## src/hw/rtl/esckd_pkg.sv

```systemverilog
// Shared types, key codes and lookup functions for the escape sequence key decoder.
package esckd_pkg;

    // Byte values that steer the decoder
    localparam logic [7:0] BYTE_ESC   = 8'h1B;
    localparam logic [7:0] BYTE_LBRKT = 8'h5B;  // '['
    localparam logic [7:0] BYTE_SS3   = 8'h4F;  // 'O'
    localparam logic [7:0] BYTE_TILDE = 8'h7E;  // '~'
    localparam logic [7:0] BYTE_SEMI  = 8'h3B;  // ';'
    localparam logic [7:0] BYTE_DEL   = 8'h7F;
    localparam logic [7:0] BYTE_BS    = 8'h08;
    localparam logic [7:0] BYTE_CR    = 8'h0D;
    localparam logic [7:0] BYTE_LF    = 8'h0A;
    localparam logic [7:0] BYTE_DC3   = 8'h13;
    localparam logic [7:0] BYTE_DC2   = 8'h12;
    localparam logic [7:0] CHR_0      = 8'h30;
    localparam logic [7:0] CHR_1      = 8'h31;
    localparam logic [7:0] CHR_2      = 8'h32;
    localparam logic [7:0] CHR_3      = 8'h33;
    localparam logic [7:0] CHR_4      = 8'h34;
    localparam logic [7:0] CHR_5      = 8'h35;
    localparam logic [7:0] CHR_6      = 8'h36;
    localparam logic [7:0] CHR_7      = 8'h37;
    localparam logic [7:0] CHR_8      = 8'h38;
    localparam logic [7:0] CHR_9      = 8'h39;
    localparam logic [7:0] CHR_UA     = 8'h41;  // 'A'
    localparam logic [7:0] CHR_UB     = 8'h42;
    localparam logic [7:0] CHR_UC     = 8'h43;
    localparam logic [7:0] CHR_UD     = 8'h44;
    localparam logic [7:0] CHR_UF     = 8'h46;
    localparam logic [7:0] CHR_UH     = 8'h48;
    localparam logic [7:0] CHR_UR     = 8'h52;
    localparam logic [7:0] CHR_US     = 8'h53;
    localparam logic [7:0] CHR_LR     = 8'h72;  // 'r'
    localparam logic [7:0] CHR_LS     = 8'h73;  // 's'

    // Key codes
    localparam int unsigned KEY_W = 9;
    localparam int unsigned MOD_W = 3;
    localparam logic [KEY_W-1:0] KEY_NONE   = 9'd0;
    localparam logic [KEY_W-1:0] KEY_ESC    = 9'd256;
    localparam logic [KEY_W-1:0] KEY_DEL    = 9'd257;
    localparam logic [KEY_W-1:0] KEY_RET    = 9'd258;
    localparam logic [KEY_W-1:0] KEY_UP     = 9'd259;
    localparam logic [KEY_W-1:0] KEY_DOWN   = 9'd260;
    localparam logic [KEY_W-1:0] KEY_RIGHT  = 9'd261;
    localparam logic [KEY_W-1:0] KEY_LEFT   = 9'd262;
    localparam logic [KEY_W-1:0] KEY_HOME   = 9'd263;
    localparam logic [KEY_W-1:0] KEY_END    = 9'd264;
    localparam logic [KEY_W-1:0] KEY_INSERT = 9'd265;
    localparam logic [KEY_W-1:0] KEY_DELETE = 9'd266;
    localparam logic [KEY_W-1:0] KEY_PRIOR  = 9'd267;
    localparam logic [KEY_W-1:0] KEY_NEXT   = 9'd268;
    localparam logic [KEY_W-1:0] KEY_F3     = 9'd269;
    localparam logic [KEY_W-1:0] KEY_F4     = 9'd270;

    // Modifier bits
    localparam logic [MOD_W-1:0] MOD_NONE  = 3'b000;
    localparam logic [MOD_W-1:0] MOD_SHIFT = 3'b001;
    localparam logic [MOD_W-1:0] MOD_CTRL  = 3'b010;
    localparam logic [MOD_W-1:0] MOD_META  = 3'b100;

    // Stream widths
    localparam int unsigned S_DATA_W = 8;
    localparam int unsigned S_USER_W = 2;
    localparam int unsigned M_DATA_W = 16;
    localparam int unsigned M_USER_W = 1;

    // Position inside an escape sequence
    typedef enum logic [6:0] {
        PH_IDLE       = 7'b0000001,
        PH_ESC        = 7'b0000010,
        PH_SECOND     = 7'b0000100,
        PH_CSI_D      = 7'b0001000,
        PH_CSI_DD     = 7'b0010000,
        PH_CSI_SEMI   = 7'b0100000,
        PH_CSI_SEMI_M = 7'b1000000
    } phase_t;

    // One decoded result between the decode stage and the output register
    typedef struct packed {
        logic             valid;
        logic [KEY_W-1:0] key_code;
        logic [MOD_W-1:0] modifiers;
        logic             passthrough;
    } result_t;

    typedef struct packed {
        logic             hit;
        logic [KEY_W-1:0] code;
        logic [MOD_W-1:0] mods;
    } meta_t;

    // Byte after a lone ESC that forms a Meta key (digits included)
    function automatic meta_t meta_lookup(input logic [7:0] b);
        meta_t m;
        m.hit  = 1'b1;
        m.code = {1'b0, b};
        m.mods = MOD_META;
        case (b) inside
            "f", "b", "d", "g", "h", "v", "w", "q", "t", "y",
            "%", "@", ";", ":", "x", "^", "u", "l", "c", "!",
            "|", "<", ">", "{", "}", "m", "a", "e", "r", "\\",
            " ", "z", "p", "n", "-", [CHR_0:CHR_9]: ;
            BYTE_DEL, BYTE_BS: m.code = KEY_DEL;
            BYTE_CR, BYTE_LF:  m.code = KEY_RET;
            BYTE_DC3:
            begin
                m.code = {1'b0, CHR_LS};
                m.mods = MOD_META | MOD_CTRL;
            end
            BYTE_DC2:
            begin
                m.code = {1'b0, CHR_LR};
                m.mods = MOD_META | MOD_CTRL;
            end
            default:
            begin
                m.hit  = 1'b0;
                m.code = KEY_NONE;
                m.mods = MOD_NONE;
            end
        endcase
        return m;
    endfunction

    // Cursor letter after ESC [ or ESC [ 1 ; M; KEY_NONE if not one
    function automatic logic [KEY_W-1:0] cursor_letter(input logic [7:0] b);
        logic [KEY_W-1:0] k;
        case (b)
            CHR_UA:  k = KEY_UP;
            CHR_UB:  k = KEY_DOWN;
            CHR_UC:  k = KEY_RIGHT;
            CHR_UD:  k = KEY_LEFT;
            CHR_UH:  k = KEY_HOME;
            CHR_UF:  k = KEY_END;
            default: k = KEY_NONE;
        endcase
        return k;
    endfunction

    function automatic logic is_digit(input logic [7:0] b);
        return (b >= CHR_0) && (b <= CHR_9);
    endfunction

endpackage

```

## src/hw/rtl/esckd_step.sv

```systemverilog
// Sequence state registers and the per-byte decode logic.
module esckd_step (
    input  logic                 clk,
    input  logic                 rst_n,
    input  logic                 accept,
    input  logic [7:0]           data_byte,
    input  logic                 timeout,
    input  logic                 raw,
    output esckd_pkg::result_t   result
);
    import esckd_pkg::*;

    phase_t     phase_reg, phase_next;
    logic [7:0] first_reg, first_next;
    logic [7:0] second_reg, second_next;
    logic [KEY_W-1:0] cur_k;
    meta_t      meta;

    assign meta  = meta_lookup(data_byte);
    assign cur_k = cursor_letter(data_byte);

    // Next state and result for the word on the input
    always_comb
    begin
        phase_next         = phase_reg;
        first_next         = first_reg;
        second_next        = second_reg;
        result.valid       = 1'b0;
        result.key_code    = KEY_ESC;
        result.modifiers   = MOD_NONE;
        result.passthrough = 1'b0;

        unique case (phase_reg)
            PH_IDLE:
            begin
                if (!timeout)
                begin
                    if (raw || data_byte != BYTE_ESC)
                    begin
                        result.valid       = 1'b1;
                        result.key_code    = {1'b0, data_byte};
                        result.passthrough = 1'b1;
                    end
                    else
                    begin
                        phase_next = PH_ESC;
                    end
                end
            end
            PH_ESC:
            begin
                if (timeout)
                    result.valid = 1'b1;
                else if (meta.hit)
                begin
                    result.valid     = 1'b1;
                    result.key_code  = meta.code;
                    result.modifiers = meta.mods;
                end
                else
                begin
                    first_next = data_byte;
                    phase_next = PH_SECOND;
                end
            end
            PH_SECOND:
            begin
                result.valid = 1'b1;
                if (timeout)
                    ;
                else if (first_reg == BYTE_LBRKT)
                begin
                    if (is_digit(data_byte))
                    begin
                        result.valid = 1'b0;
                        first_next   = data_byte;
                        phase_next   = PH_CSI_D;
                    end
                    else if (cur_k != KEY_NONE)
                        result.key_code = cur_k;
                end
                else if (first_reg == BYTE_SS3)
                begin
                    case (data_byte)
                        CHR_UH:  result.key_code = KEY_HOME;
                        CHR_UF:  result.key_code = KEY_END;
                        CHR_UR:  result.key_code = KEY_F3;
                        CHR_US:  result.key_code = KEY_F4;
                        default: result.key_code = KEY_ESC;
                    endcase
                end
            end
            PH_CSI_D:
            begin
                result.valid = 1'b1;
                if (timeout)
                    ;
                else if (data_byte == BYTE_TILDE)
                begin
                    case (first_reg) inside
                        CHR_1, CHR_7: result.key_code = KEY_HOME;
                        CHR_2:        result.key_code = KEY_INSERT;
                        CHR_3:        result.key_code = KEY_DELETE;
                        CHR_4, CHR_8: result.key_code = KEY_END;
                        CHR_5:        result.key_code = KEY_PRIOR;
                        CHR_6:        result.key_code = KEY_NEXT;
                        default:      result.key_code = KEY_ESC;
                    endcase
                end
                else if (is_digit(data_byte))
                begin
                    result.valid = 1'b0;
                    second_next  = data_byte;
                    phase_next   = PH_CSI_DD;
                end
                else if (data_byte == BYTE_SEMI)
                begin
                    result.valid = 1'b0;
                    phase_next   = PH_CSI_SEMI;
                end
            end
            PH_CSI_DD:
            begin
                result.valid = 1'b1;
                if (!timeout && data_byte == BYTE_TILDE && first_reg == CHR_1)
                begin
                    if (second_reg == CHR_3)
                        result.key_code = KEY_F3;
                    else if (second_reg == CHR_4)
                        result.key_code = KEY_F4;
                end
            end
            PH_CSI_SEMI:
            begin
                if (timeout)
                    result.valid = 1'b1;
                else
                begin
                    second_next = data_byte;
                    phase_next  = PH_CSI_SEMI_M;
                end
            end
            PH_CSI_SEMI_M:
            begin
                result.valid = 1'b1;
                if (timeout)
                    ;
                else if (first_reg == CHR_1 && (second_reg == CHR_5 || second_reg == CHR_2))
                begin
                    if (cur_k != KEY_NONE)
                    begin
                        result.key_code  = cur_k;
                        result.modifiers = (second_reg == CHR_5) ? MOD_CTRL : MOD_SHIFT;
                    end
                end
                else if (data_byte == BYTE_TILDE)
                begin
                    if (first_reg == CHR_2 && second_reg == CHR_2)
                    begin
                        result.key_code  = KEY_INSERT;
                        result.modifiers = MOD_SHIFT;
                    end
                    else if (first_reg == CHR_2 && second_reg == CHR_5)
                    begin
                        result.key_code  = KEY_INSERT;
                        result.modifiers = MOD_CTRL;
                    end
                    else if (first_reg == CHR_3 && second_reg == CHR_2)
                    begin
                        result.key_code  = KEY_DELETE;
                        result.modifiers = MOD_SHIFT;
                    end
                end
            end
            default:
            begin
                phase_next = PH_IDLE;
            end
        endcase

        // A finished sequence returns to idle with cleared parameters
        if (result.valid && !result.passthrough)
        begin
            phase_next  = PH_IDLE;
            first_next  = 8'd0;
            second_next = 8'd0;
        end
    end

    // State registers advance only on an accepted word
    always_ff @(posedge clk or negedge rst_n)
    begin
        if (!rst_n)
        begin
            phase_reg  <= PH_IDLE;
            first_reg  <= 8'd0;
            second_reg <= 8'd0;
        end
        else if (accept)
        begin
            phase_reg  <= phase_next;
            first_reg  <= first_next;
            second_reg <= second_next;
        end
    end

endmodule

```

## src/hw/rtl/esckd_out_reg.sv

```systemverilog
// Result register on the master side with its handshake.
module esckd_out_reg (
    input  logic                           clk,
    input  logic                           rst_n,
    input  logic                           accept,
    input  esckd_pkg::result_t             result,
    output logic                           in_ready,
    output logic                           m_tvalid,
    input  logic                           m_tready,
    output logic [esckd_pkg::M_DATA_W-1:0] m_tdata,
    output logic [esckd_pkg::M_USER_W-1:0] m_tuser
);
    import esckd_pkg::*;

    localparam int unsigned PAD_W = M_DATA_W - KEY_W - MOD_W;

    logic             valid_reg;
    logic [KEY_W-1:0] key_reg;
    logic [MOD_W-1:0] mod_reg;
    logic             pass_reg;

    // A new word may enter whenever the held result leaves or none is held
    assign in_ready = !valid_reg || m_tready;

    always_ff @(posedge clk or negedge rst_n)
    begin
        if (!rst_n)
            valid_reg <= 1'b0;
        else if (accept && result.valid)
            valid_reg <= 1'b1;
        else if (m_tready)
            valid_reg <= 1'b0;
    end

    // Payload, no reset
    always_ff @(posedge clk)
    begin
        if (accept && result.valid)
        begin
            key_reg  <= result.key_code;
            mod_reg  <= result.modifiers;
            pass_reg <= result.passthrough;
        end
    end

    assign m_tvalid = valid_reg;
    assign m_tdata  = {{PAD_W{1'b0}}, mod_reg, key_reg};
    assign m_tuser  = pass_reg;

endmodule

```

## src/hw/rtl/escape_sequence_key_decoder.sv

```systemverilog
// Top level of the escape sequence key decoder.
// A result word is on m_tvalid in the cycle after its input word is accepted.
// Throughput: one input word per cycle; s_tready falls only while a result is held
// in the output register and m_tready is low.
// Reset (rst_n low, asynchronous): parser returns to idle with cleared parameters,
// and the output register is emptied.
module escape_sequence_key_decoder (
    input  logic                           clk,
    input  logic                           rst_n,
    input  logic                           s_tvalid,
    output logic                           s_tready,
    input  logic [esckd_pkg::S_DATA_W-1:0] s_tdata,  // [7:0] data_byte
    input  logic [esckd_pkg::S_USER_W-1:0] s_tuser,  // [0] timeout, [1] raw
    output logic                           m_tvalid,
    input  logic                           m_tready,
    output logic [esckd_pkg::M_DATA_W-1:0] m_tdata,  // [8:0] key_code, [11:9] modifiers, rest 0
    output logic [esckd_pkg::M_USER_W-1:0] m_tuser   // [0] passthrough
);
    import esckd_pkg::*;

    logic    accept;
    result_t result;

    assign accept = s_tvalid && s_tready;

    esckd_step u_step (
        .clk       (clk),
        .rst_n     (rst_n),
        .accept    (accept),
        .data_byte (s_tdata[7:0]),
        .timeout   (s_tuser[0]),
        .raw       (s_tuser[1]),
        .result    (result)
    );

    esckd_out_reg u_out (
        .clk      (clk),
        .rst_n    (rst_n),
        .accept   (accept),
        .result   (result),
        .in_ready (s_tready),
        .m_tvalid (m_tvalid),
        .m_tready (m_tready),
        .m_tdata  (m_tdata),
        .m_tuser  (m_tuser)
    );

endmodule

```

## config.mk

```make
export PLATFORM = sky130hd
export DESIGN_NAME = escape_sequence_key_decoder
export DESIGN_NICKNAME = d
export VERILOG_FILES = /design/src/hw/rtl/esckd_pkg.sv /design/src/hw/rtl/esckd_step.sv /design/src/hw/rtl/esckd_out_reg.sv /design/src/hw/rtl/escape_sequence_key_decoder.sv
export SDC_FILE = /design/constraint.sdc
export NUM_CORES = 1
export LEC_CHECK = 0
export BUFFER_PORTS_ARGS = -buffer_cell sky130_fd_sc_hd__buf_2
export CAP_MARGIN = 30
export CORE_AREA = 5 5 84 78
export CTS_CLUSTER_DIAMETER = 60
export DETAILED_ROUTE_END_ITERATION = 16
export DIE_AREA = 0 0 89 83
export PLACE_DENSITY = 0.75
export REMOVE_ABC_BUFFERS = 1
export SETUP_SLACK_MARGIN = 0.1
export SLEW_MARGIN = 10
export SYNTH_ARGS = -nofsm -noshare
export SYNTH_HDL_FRONTEND = slang
export SYNTH_SLANG_ARGS = --single-unit
export TNS_END_PERCENT = 100
```

## constraint.sdc

```tcl
create_clock -name clk -period 2.6 [get_ports clk]
set_input_delay 0.52 -clock clk [delete_from_list [all_inputs] [get_ports clk]]
set_output_delay 0.52 -clock clk [all_outputs]
set_load 0.01 [all_outputs]
```

Yosys cells after proc, flatten, opt, wreduce, memory -nomap -nowiden
Cells that the tools add are included.

Output and inout bits: 19. Input bits: 14. Register bits: 37.

Eq/ne operators: 85. Reductions and logical operators: 29. $lt $le $gt $ge: 2. Muxes and demuxes: 86.

Operators by type and width (number): 8-bit by 7-bit == test with 1-bit output (second input constant) (39); 8-bit by 6-bit == test with 1-bit output (second input constant) (20); 9-bit two-way mux (15); 7-bit two-way mux (17); 9-bit one-hot mux with 6 select lines (2); 8-bit two-way mux (10); 12-bit two-way mux (6); 7-bit one-hot mux with 6 select lines (1); 10-bit two-way mux (4); 36-bit OR reduction (1); 8-bit one-hot mux with 2 select lines (2); 8-bit by 4-bit == test with 1-bit output (second input constant) (3); 1-bit two-way mux (17); 8-bit by 5-bit == test with 1-bit output (second input constant) (2); 4-bit one-hot mux with 4 select lines (1); 3-bit two-way mux (5); 3-bit by 2-bit inequality test with 1-bit output (second input constant) (5); 13-bit two-way mux (1); 13-bit AND reduction (1); 1-bit logical AND (10); 2-bit OR reduction (5); 3-bit by 1-bit inequality test with 1-bit output (second input constant) (3); 3-bit inequality test (second input constant) (3); 9-bit nonzero test (1); 22 further kinds (28).

Depth between registers and ports, before layout
Depth after elaboration: 13. Mapped depth: 9.

Hierarchy
A second synthesis with hierarchy kept.

Cell total of the unflattened synthesis: 328. Area, all modules: 2872.8 um^2.

Modules (own cells, without submodules): esckd_step (instances 1, cells an instance 304, area each 2389.8 um^2); esckd_out_reg (instances 1, cells an instance 23, area each 476.7 um^2); escape_sequence_key_decoder (instances 1, cells an instance 1, area each 6.3 um^2).

Worst setup path after synthesis
No wires, ideal clock.

Path type: input -> register. Start: input port s_tdata[2] (netlist bit). End: register u_out.key_reg[0] (enable). Data arrival time: 2.520 ns. Stages on the path: 9. Slack: -0.302 ns. Data required time: 2.218 ns. Cell sequence: buf_2 buf_2 nor4_1 a2bb2oi_1 o221ai_1 nor2_1 a32oi_2 nor2_1 nor2_1.

Word-level cells in the longest chain between the ends: 10.

Ends and longest elaborated chain: from (decl) (line escape_sequence_key_decoder.sv:12) `input logic [esckd_pkg::S_DATA_W-1:0] s_tdata,`; branches (longest 8 deep; another with 8-bit by 6-bit >= comparator with 1-bit output); 1-bit one-hot mux with 6 select lines * (line esckd_step.sv:33) `unique case (phase_reg)`; 1-bit logical AND * (line esckd_out_reg.sv:38) `if (accept && result.valid)`; to (signal assigned) (line esckd_out_reg.sv:40) `key_reg <= result.key_code;`; to (decl) (line esckd_out_reg.sv:18) `logic [KEY_W-1:0] key_reg;`.

Every way passes the cells marked *. A chain may end at the register's enable or synchronous reset.

==> flow_metrics.env <==
export IMPL_cpLargestDelayFamily="simple AND/OR/NAND/NOR gates"
export IMPL_placed_area_um2=3679
export IMPL_synthDominantCellAreaShare_pct=20.03
export IMPL_tritoncts="yes"
export IMPL_critPathSlowestCell="sky130_fd_sc_hd__or4_4"
export IMPL_worst_path_stages=8
export IMPL_path_cells="or4_4 > nor2_4 > buf_6 > nand3_4 > or3_4 > or4_1 > nand3_1 > a211o_1"
export IMPL_postLayoutCellArea_um2=3968
export IMPL_max_slew_margin_pct=64.96
export IMPL_net_switching_power_mw=1.070
export IMPL_unrepaired_setup_endpoints_after_global_routing="true"
export IMPL_number_of_top_level_design_ports=33
export IMPL_gp_congestion=0.9715
export IMPL_hold_violations=0
export IMPL_cellLeakagePower_nw=1.729
export IMPL_kind_of_start_point_of_the_critical_path="flip-flop"
export IMPL_clock_skew_ns=0.009870
export IMPL_dr_pass1_iters=4
export IMPL_postRouteWirelength_um=9320
export IMPL_numPortBuffers=28
export IMPL_final_nets=473
export IMPL_drt_iter0_markers=248
export IMPL_antenna_cells_inserted=0
export IMPL_synth_seq_cells=37
export IMPL_busiest_layer="met2"
export IMPL_worst_hold_slack_ns=0.2069
export IMPL_drive_above_1_share_pct=35.65
export IMPL_grt_first_pass_wirelength_um=14720
export IMPL_setup_viol_count_final=0
export IMPL_synth_top_cells_by_count="33 x sky130_fd_sc_hd__nor2_1, 28 x sky130_fd_sc_hd__nand2_1, 23 x sky130_fd_sc_hd__dfrtp_1"
export IMPL_synthesis_instances=346
export IMPL_synthMostInstantiatedCell="sky130_fd_sc_hd__nor2_1"
export IMPL_antenna_found_initial=0
export IMPL_cp_buffers_inverters=1
export IMPL_reg2reg_depth=8
export IMPL_worst_slack_ns=0.1144
export IMPL_core_area_um2=5563
export IMPL_cts_hold_buffers=0
export IMPL_tritoncts_num_sinks=37
export IMPL_ys_flop_type="sky130_fd_sc_hd__dfrtp_1"
export IMPL_post_synth_instance_area_um2=2873
export IMPL_groute_usage_overall_pct=25.38
export IMPL_timing_worst_setup_path_type="reg2reg"
export IMPL_clockBufferDepth=2
export IMPL_vdd_ir_drop_max_mv=0.5632
export IMPL_hold_path_class="in2async"
export IMPL_seq_area_frac_synth_pct=34.54
export IMPL_drtAntennaViolNets=0
export IMPL_cts_reportedPaths_clkPinSlew_ns=0.07
export IMPL_largest_net_degree_at_the_start_of_global_routing=25
export IMPL_critical_path_required_ns=2.74
export IMPL_grt_util_met3_pct=7.525
export IMPL_die_w_um=89
export IMPL_drv_max_cap_violation_count=0
export IMPL_grt_remaining_overflow=0
export IMPL_yosysUniqueCellTypes=73
export IMPL_period_needed_ns=2.486
export IMPL_root_buffer="sky130_fd_sc_hd__clkbuf_8"
export IMPL_yosysWarnings=0
export IMPL_synth_top_cells_by_area="sky130_fd_sc_hd__dfrtp_1 20%, sky130_fd_sc_hd__edfxtp_1 14%, sky130_fd_sc_hd__a22o_1 4.9%, sky130_fd_sc_hd__nor2_1 4.3%, sky130_fd_sc_hd__nand2_1 3.7%"
export IMPL_synth_edff_count=13
export IMPL_cts_htree_levels=2
export IMPL_filler_cell_count=427
export IMPL_global_route_usage_met2_pct=38.06
export IMPL_fmaxAchievable_mhz=402.3
export IMPL_finalMaxSlewViolations=0
export IMPL_critical_path_reg2reg_startpoint="u_step.phase_reg[5]"
export IMPL_tightestPinTransition_ns=0.5255
export IMPL_avgViaCountPerCell=6.030
export IMPL_pwr_share_seq_pct=32.2
export IMPL_num_vias=3196
export IMPL_post_synth_top_area_cell="sky130_fd_sc_hd__dfrtp_1"
export IMPL_result_of_the_run="finished clean"
export IMPL_crit_path_max_fanout=3
export IMPL_internal_power_mw=1.692
export IMPL_clock_power_share_pct=13.7
export IMPL_critPathArrivalTime_ns=2.62
export IMPL_clock_latency_ns=0.28
export IMPL_dp_worst_setup_slack_ns=-0.4978
export IMPL_largest_reg_flops=9
export IMPL_delay_contributed_by_the_slowest_stage_of_the_critical_path_ns=0.57
export IMPL_die_area_um2=7387
export IMPL_initial_utilization_pct=51.64
export IMPL_timing_critical_path_to_type="flip-flop"
export IMPL_ff2ff_setup_slack_ns=0.11
export IMPL_layout_area_overhead_vs_synth_pct=38.11
export IMPL_core_rowCount=26
export IMPL_fp_dieH_um=83
export IMPL_post_route_period_util_pct=95.60
export IMPL_synth_area_per_cell_um2=8.303
export IMPL_combPwrFrac_pct=54.1
export IMPL_critical_path_reg2reg_endpoint="u_out.key_reg[3]"
export IMPL_drc=0
export IMPL_power_switching_share_pct=38.73
export IMPL_dp_hpwl_um=7405
export IMPL_vias_in_the_first_global_route=3078
export IMPL_async_reset_ff_share_pct=64.86
export IMPL_p_per_area_nw_per_um2=696.2
export IMPL_numCtsBuffers=5
export IMPL_wl_per_cell_um=17.58
export IMPL_grt_met1_usage_pct=34.79
==> metal layers <==
metal / vias to the layer above / routed length [um]
met3: 29 / 770
li1: 1525 / -
met4: 0 / 278
met2: 136 / 4230
met1: 1506 / 4040
met5: - / 0
==> through the flow <==
stage / setup TNS, ns / power, mW / util, % / std cells
final: 0 / 2.762 / 71.32 / 530
after global routing: 0 / 2.924 / 71.32 / 530
after CTS: 0 / 2.629 / 69.23 / 525
after detailed placement: -11.92 / 2.185 / 66.13 / 511
after global placement: -8.519 / 2.151 / 66.13 / 511
after floorplan: -2.260 / 1.570 / - / 321
==> power groups by stage <==
stage | clock network (mW) | logic [mW] | registers, mW
2_1_floorplan | 0 | 0.634 | 0.936
3_3_place_gp | 0 | 1.28 | 0.873
3_5_place_dp | 0 | 1.30 | 0.885
4_1_cts | 0.379 | 1.38 | 0.873
5_1_grt | 0.412 | 1.61 | 0.906
6_report | 0.378 | 1.49 | 0.889
==> worst max-delay path by stage <==
| stage | from | slack [ns] | end |
|---|---|---|---|
| floorplan | u_step.phase_reg[3] | -0.17 | u_out.key_reg[0] |
| global placement | s_tdata[3] | -0.35 | u_out.key_reg[8] |
| finish | u_step.phase_reg[5] | 0.11 | u_out.key_reg[3] |
| CTS | u_step.phase_reg[4] | 0.08 | u_out.key_reg[3] |
| detailed placement | s_tdata[3] | -0.50 | u_out.key_reg[4] |
| global route | u_step.phase_reg[5] | 0.07 | u_out.key_reg[3] |
==> worst register-to-register path: cells and delay by family, from the launching register on <==
kind	cells	cell delay (ns)
AOI/OAI and AO/OA	1	0.13
and+or+nand+nor	6	1.70
DFF	1	0.40
buffers and inverters	1	0.11
==> kinds of logic (layout without fill, tap and decap cells) <==
group / after synthesis / in the layout / synth area share, %
compound gates: 95 / 95 / 24.00
xor+xnor: 5 / 5 / 1.525
buf+inv: 41 / 152 / 6.446
flops: 37 / 37 / 34.54
mux: 1 / 1 / 0.3484
other cells: 1 / 4 / 0.1305
simple gates: 166 / 166 / 33.01
==> final cells by class <==
cell class	instances	area (um2)	area share, %
clock buffer	8	80.08	2.018
inverter	13	48.80	1.230
multi-input combinational	271	1802	45.41
sequential	37	993.5	25.04
tap	70	87.58	2.208
timing repair buffer	131	955.9	24.09
==> cells in the final DEF, fill, tap and decap left out, types with 4 or more instances in the layout <==
cell type,n
sky130_fd_sc_hd__conb_1,4
sky130_fd_sc_hd__clkbuf_8,5
sky130_fd_sc_hd__a22o_1,16
sky130_fd_sc_hd__nor2_1,32
sky130_fd_sc_hd__nor4_1,8
sky130_fd_sc_hd__nor3_1,11
sky130_fd_sc_hd__a21oi_1,17
sky130_fd_sc_hd__buf_4,98
sky130_fd_sc_hd__nand2b_1,14
sky130_fd_sc_hd__edfxtp_1,13
sky130_fd_sc_hd__nor2b_1,10
sky130_fd_sc_hd__nand4_1,6
sky130_fd_sc_hd__o31ai_1,4
sky130_fd_sc_hd__inv_1,13
sky130_fd_sc_hd__nand3_1,9
sky130_fd_sc_hd__o21ai_0,16
sky130_fd_sc_hd__buf_2,27
sky130_fd_sc_hd__or3_1,4
sky130_fd_sc_hd__buf_6,4
sky130_fd_sc_hd__nand2_1,27
sky130_fd_sc_hd__dfrtp_1,22
==> timing repair <==
action                                 in CTS  in global routing
endpoints found under the hold margin       0                  0
buffers inserted                            6                  5
setup endpoints to repair                  34                 40
pin swaps                                   7                 21
resized for setup                          11                 17
Power figures use the tool's default switching activity.
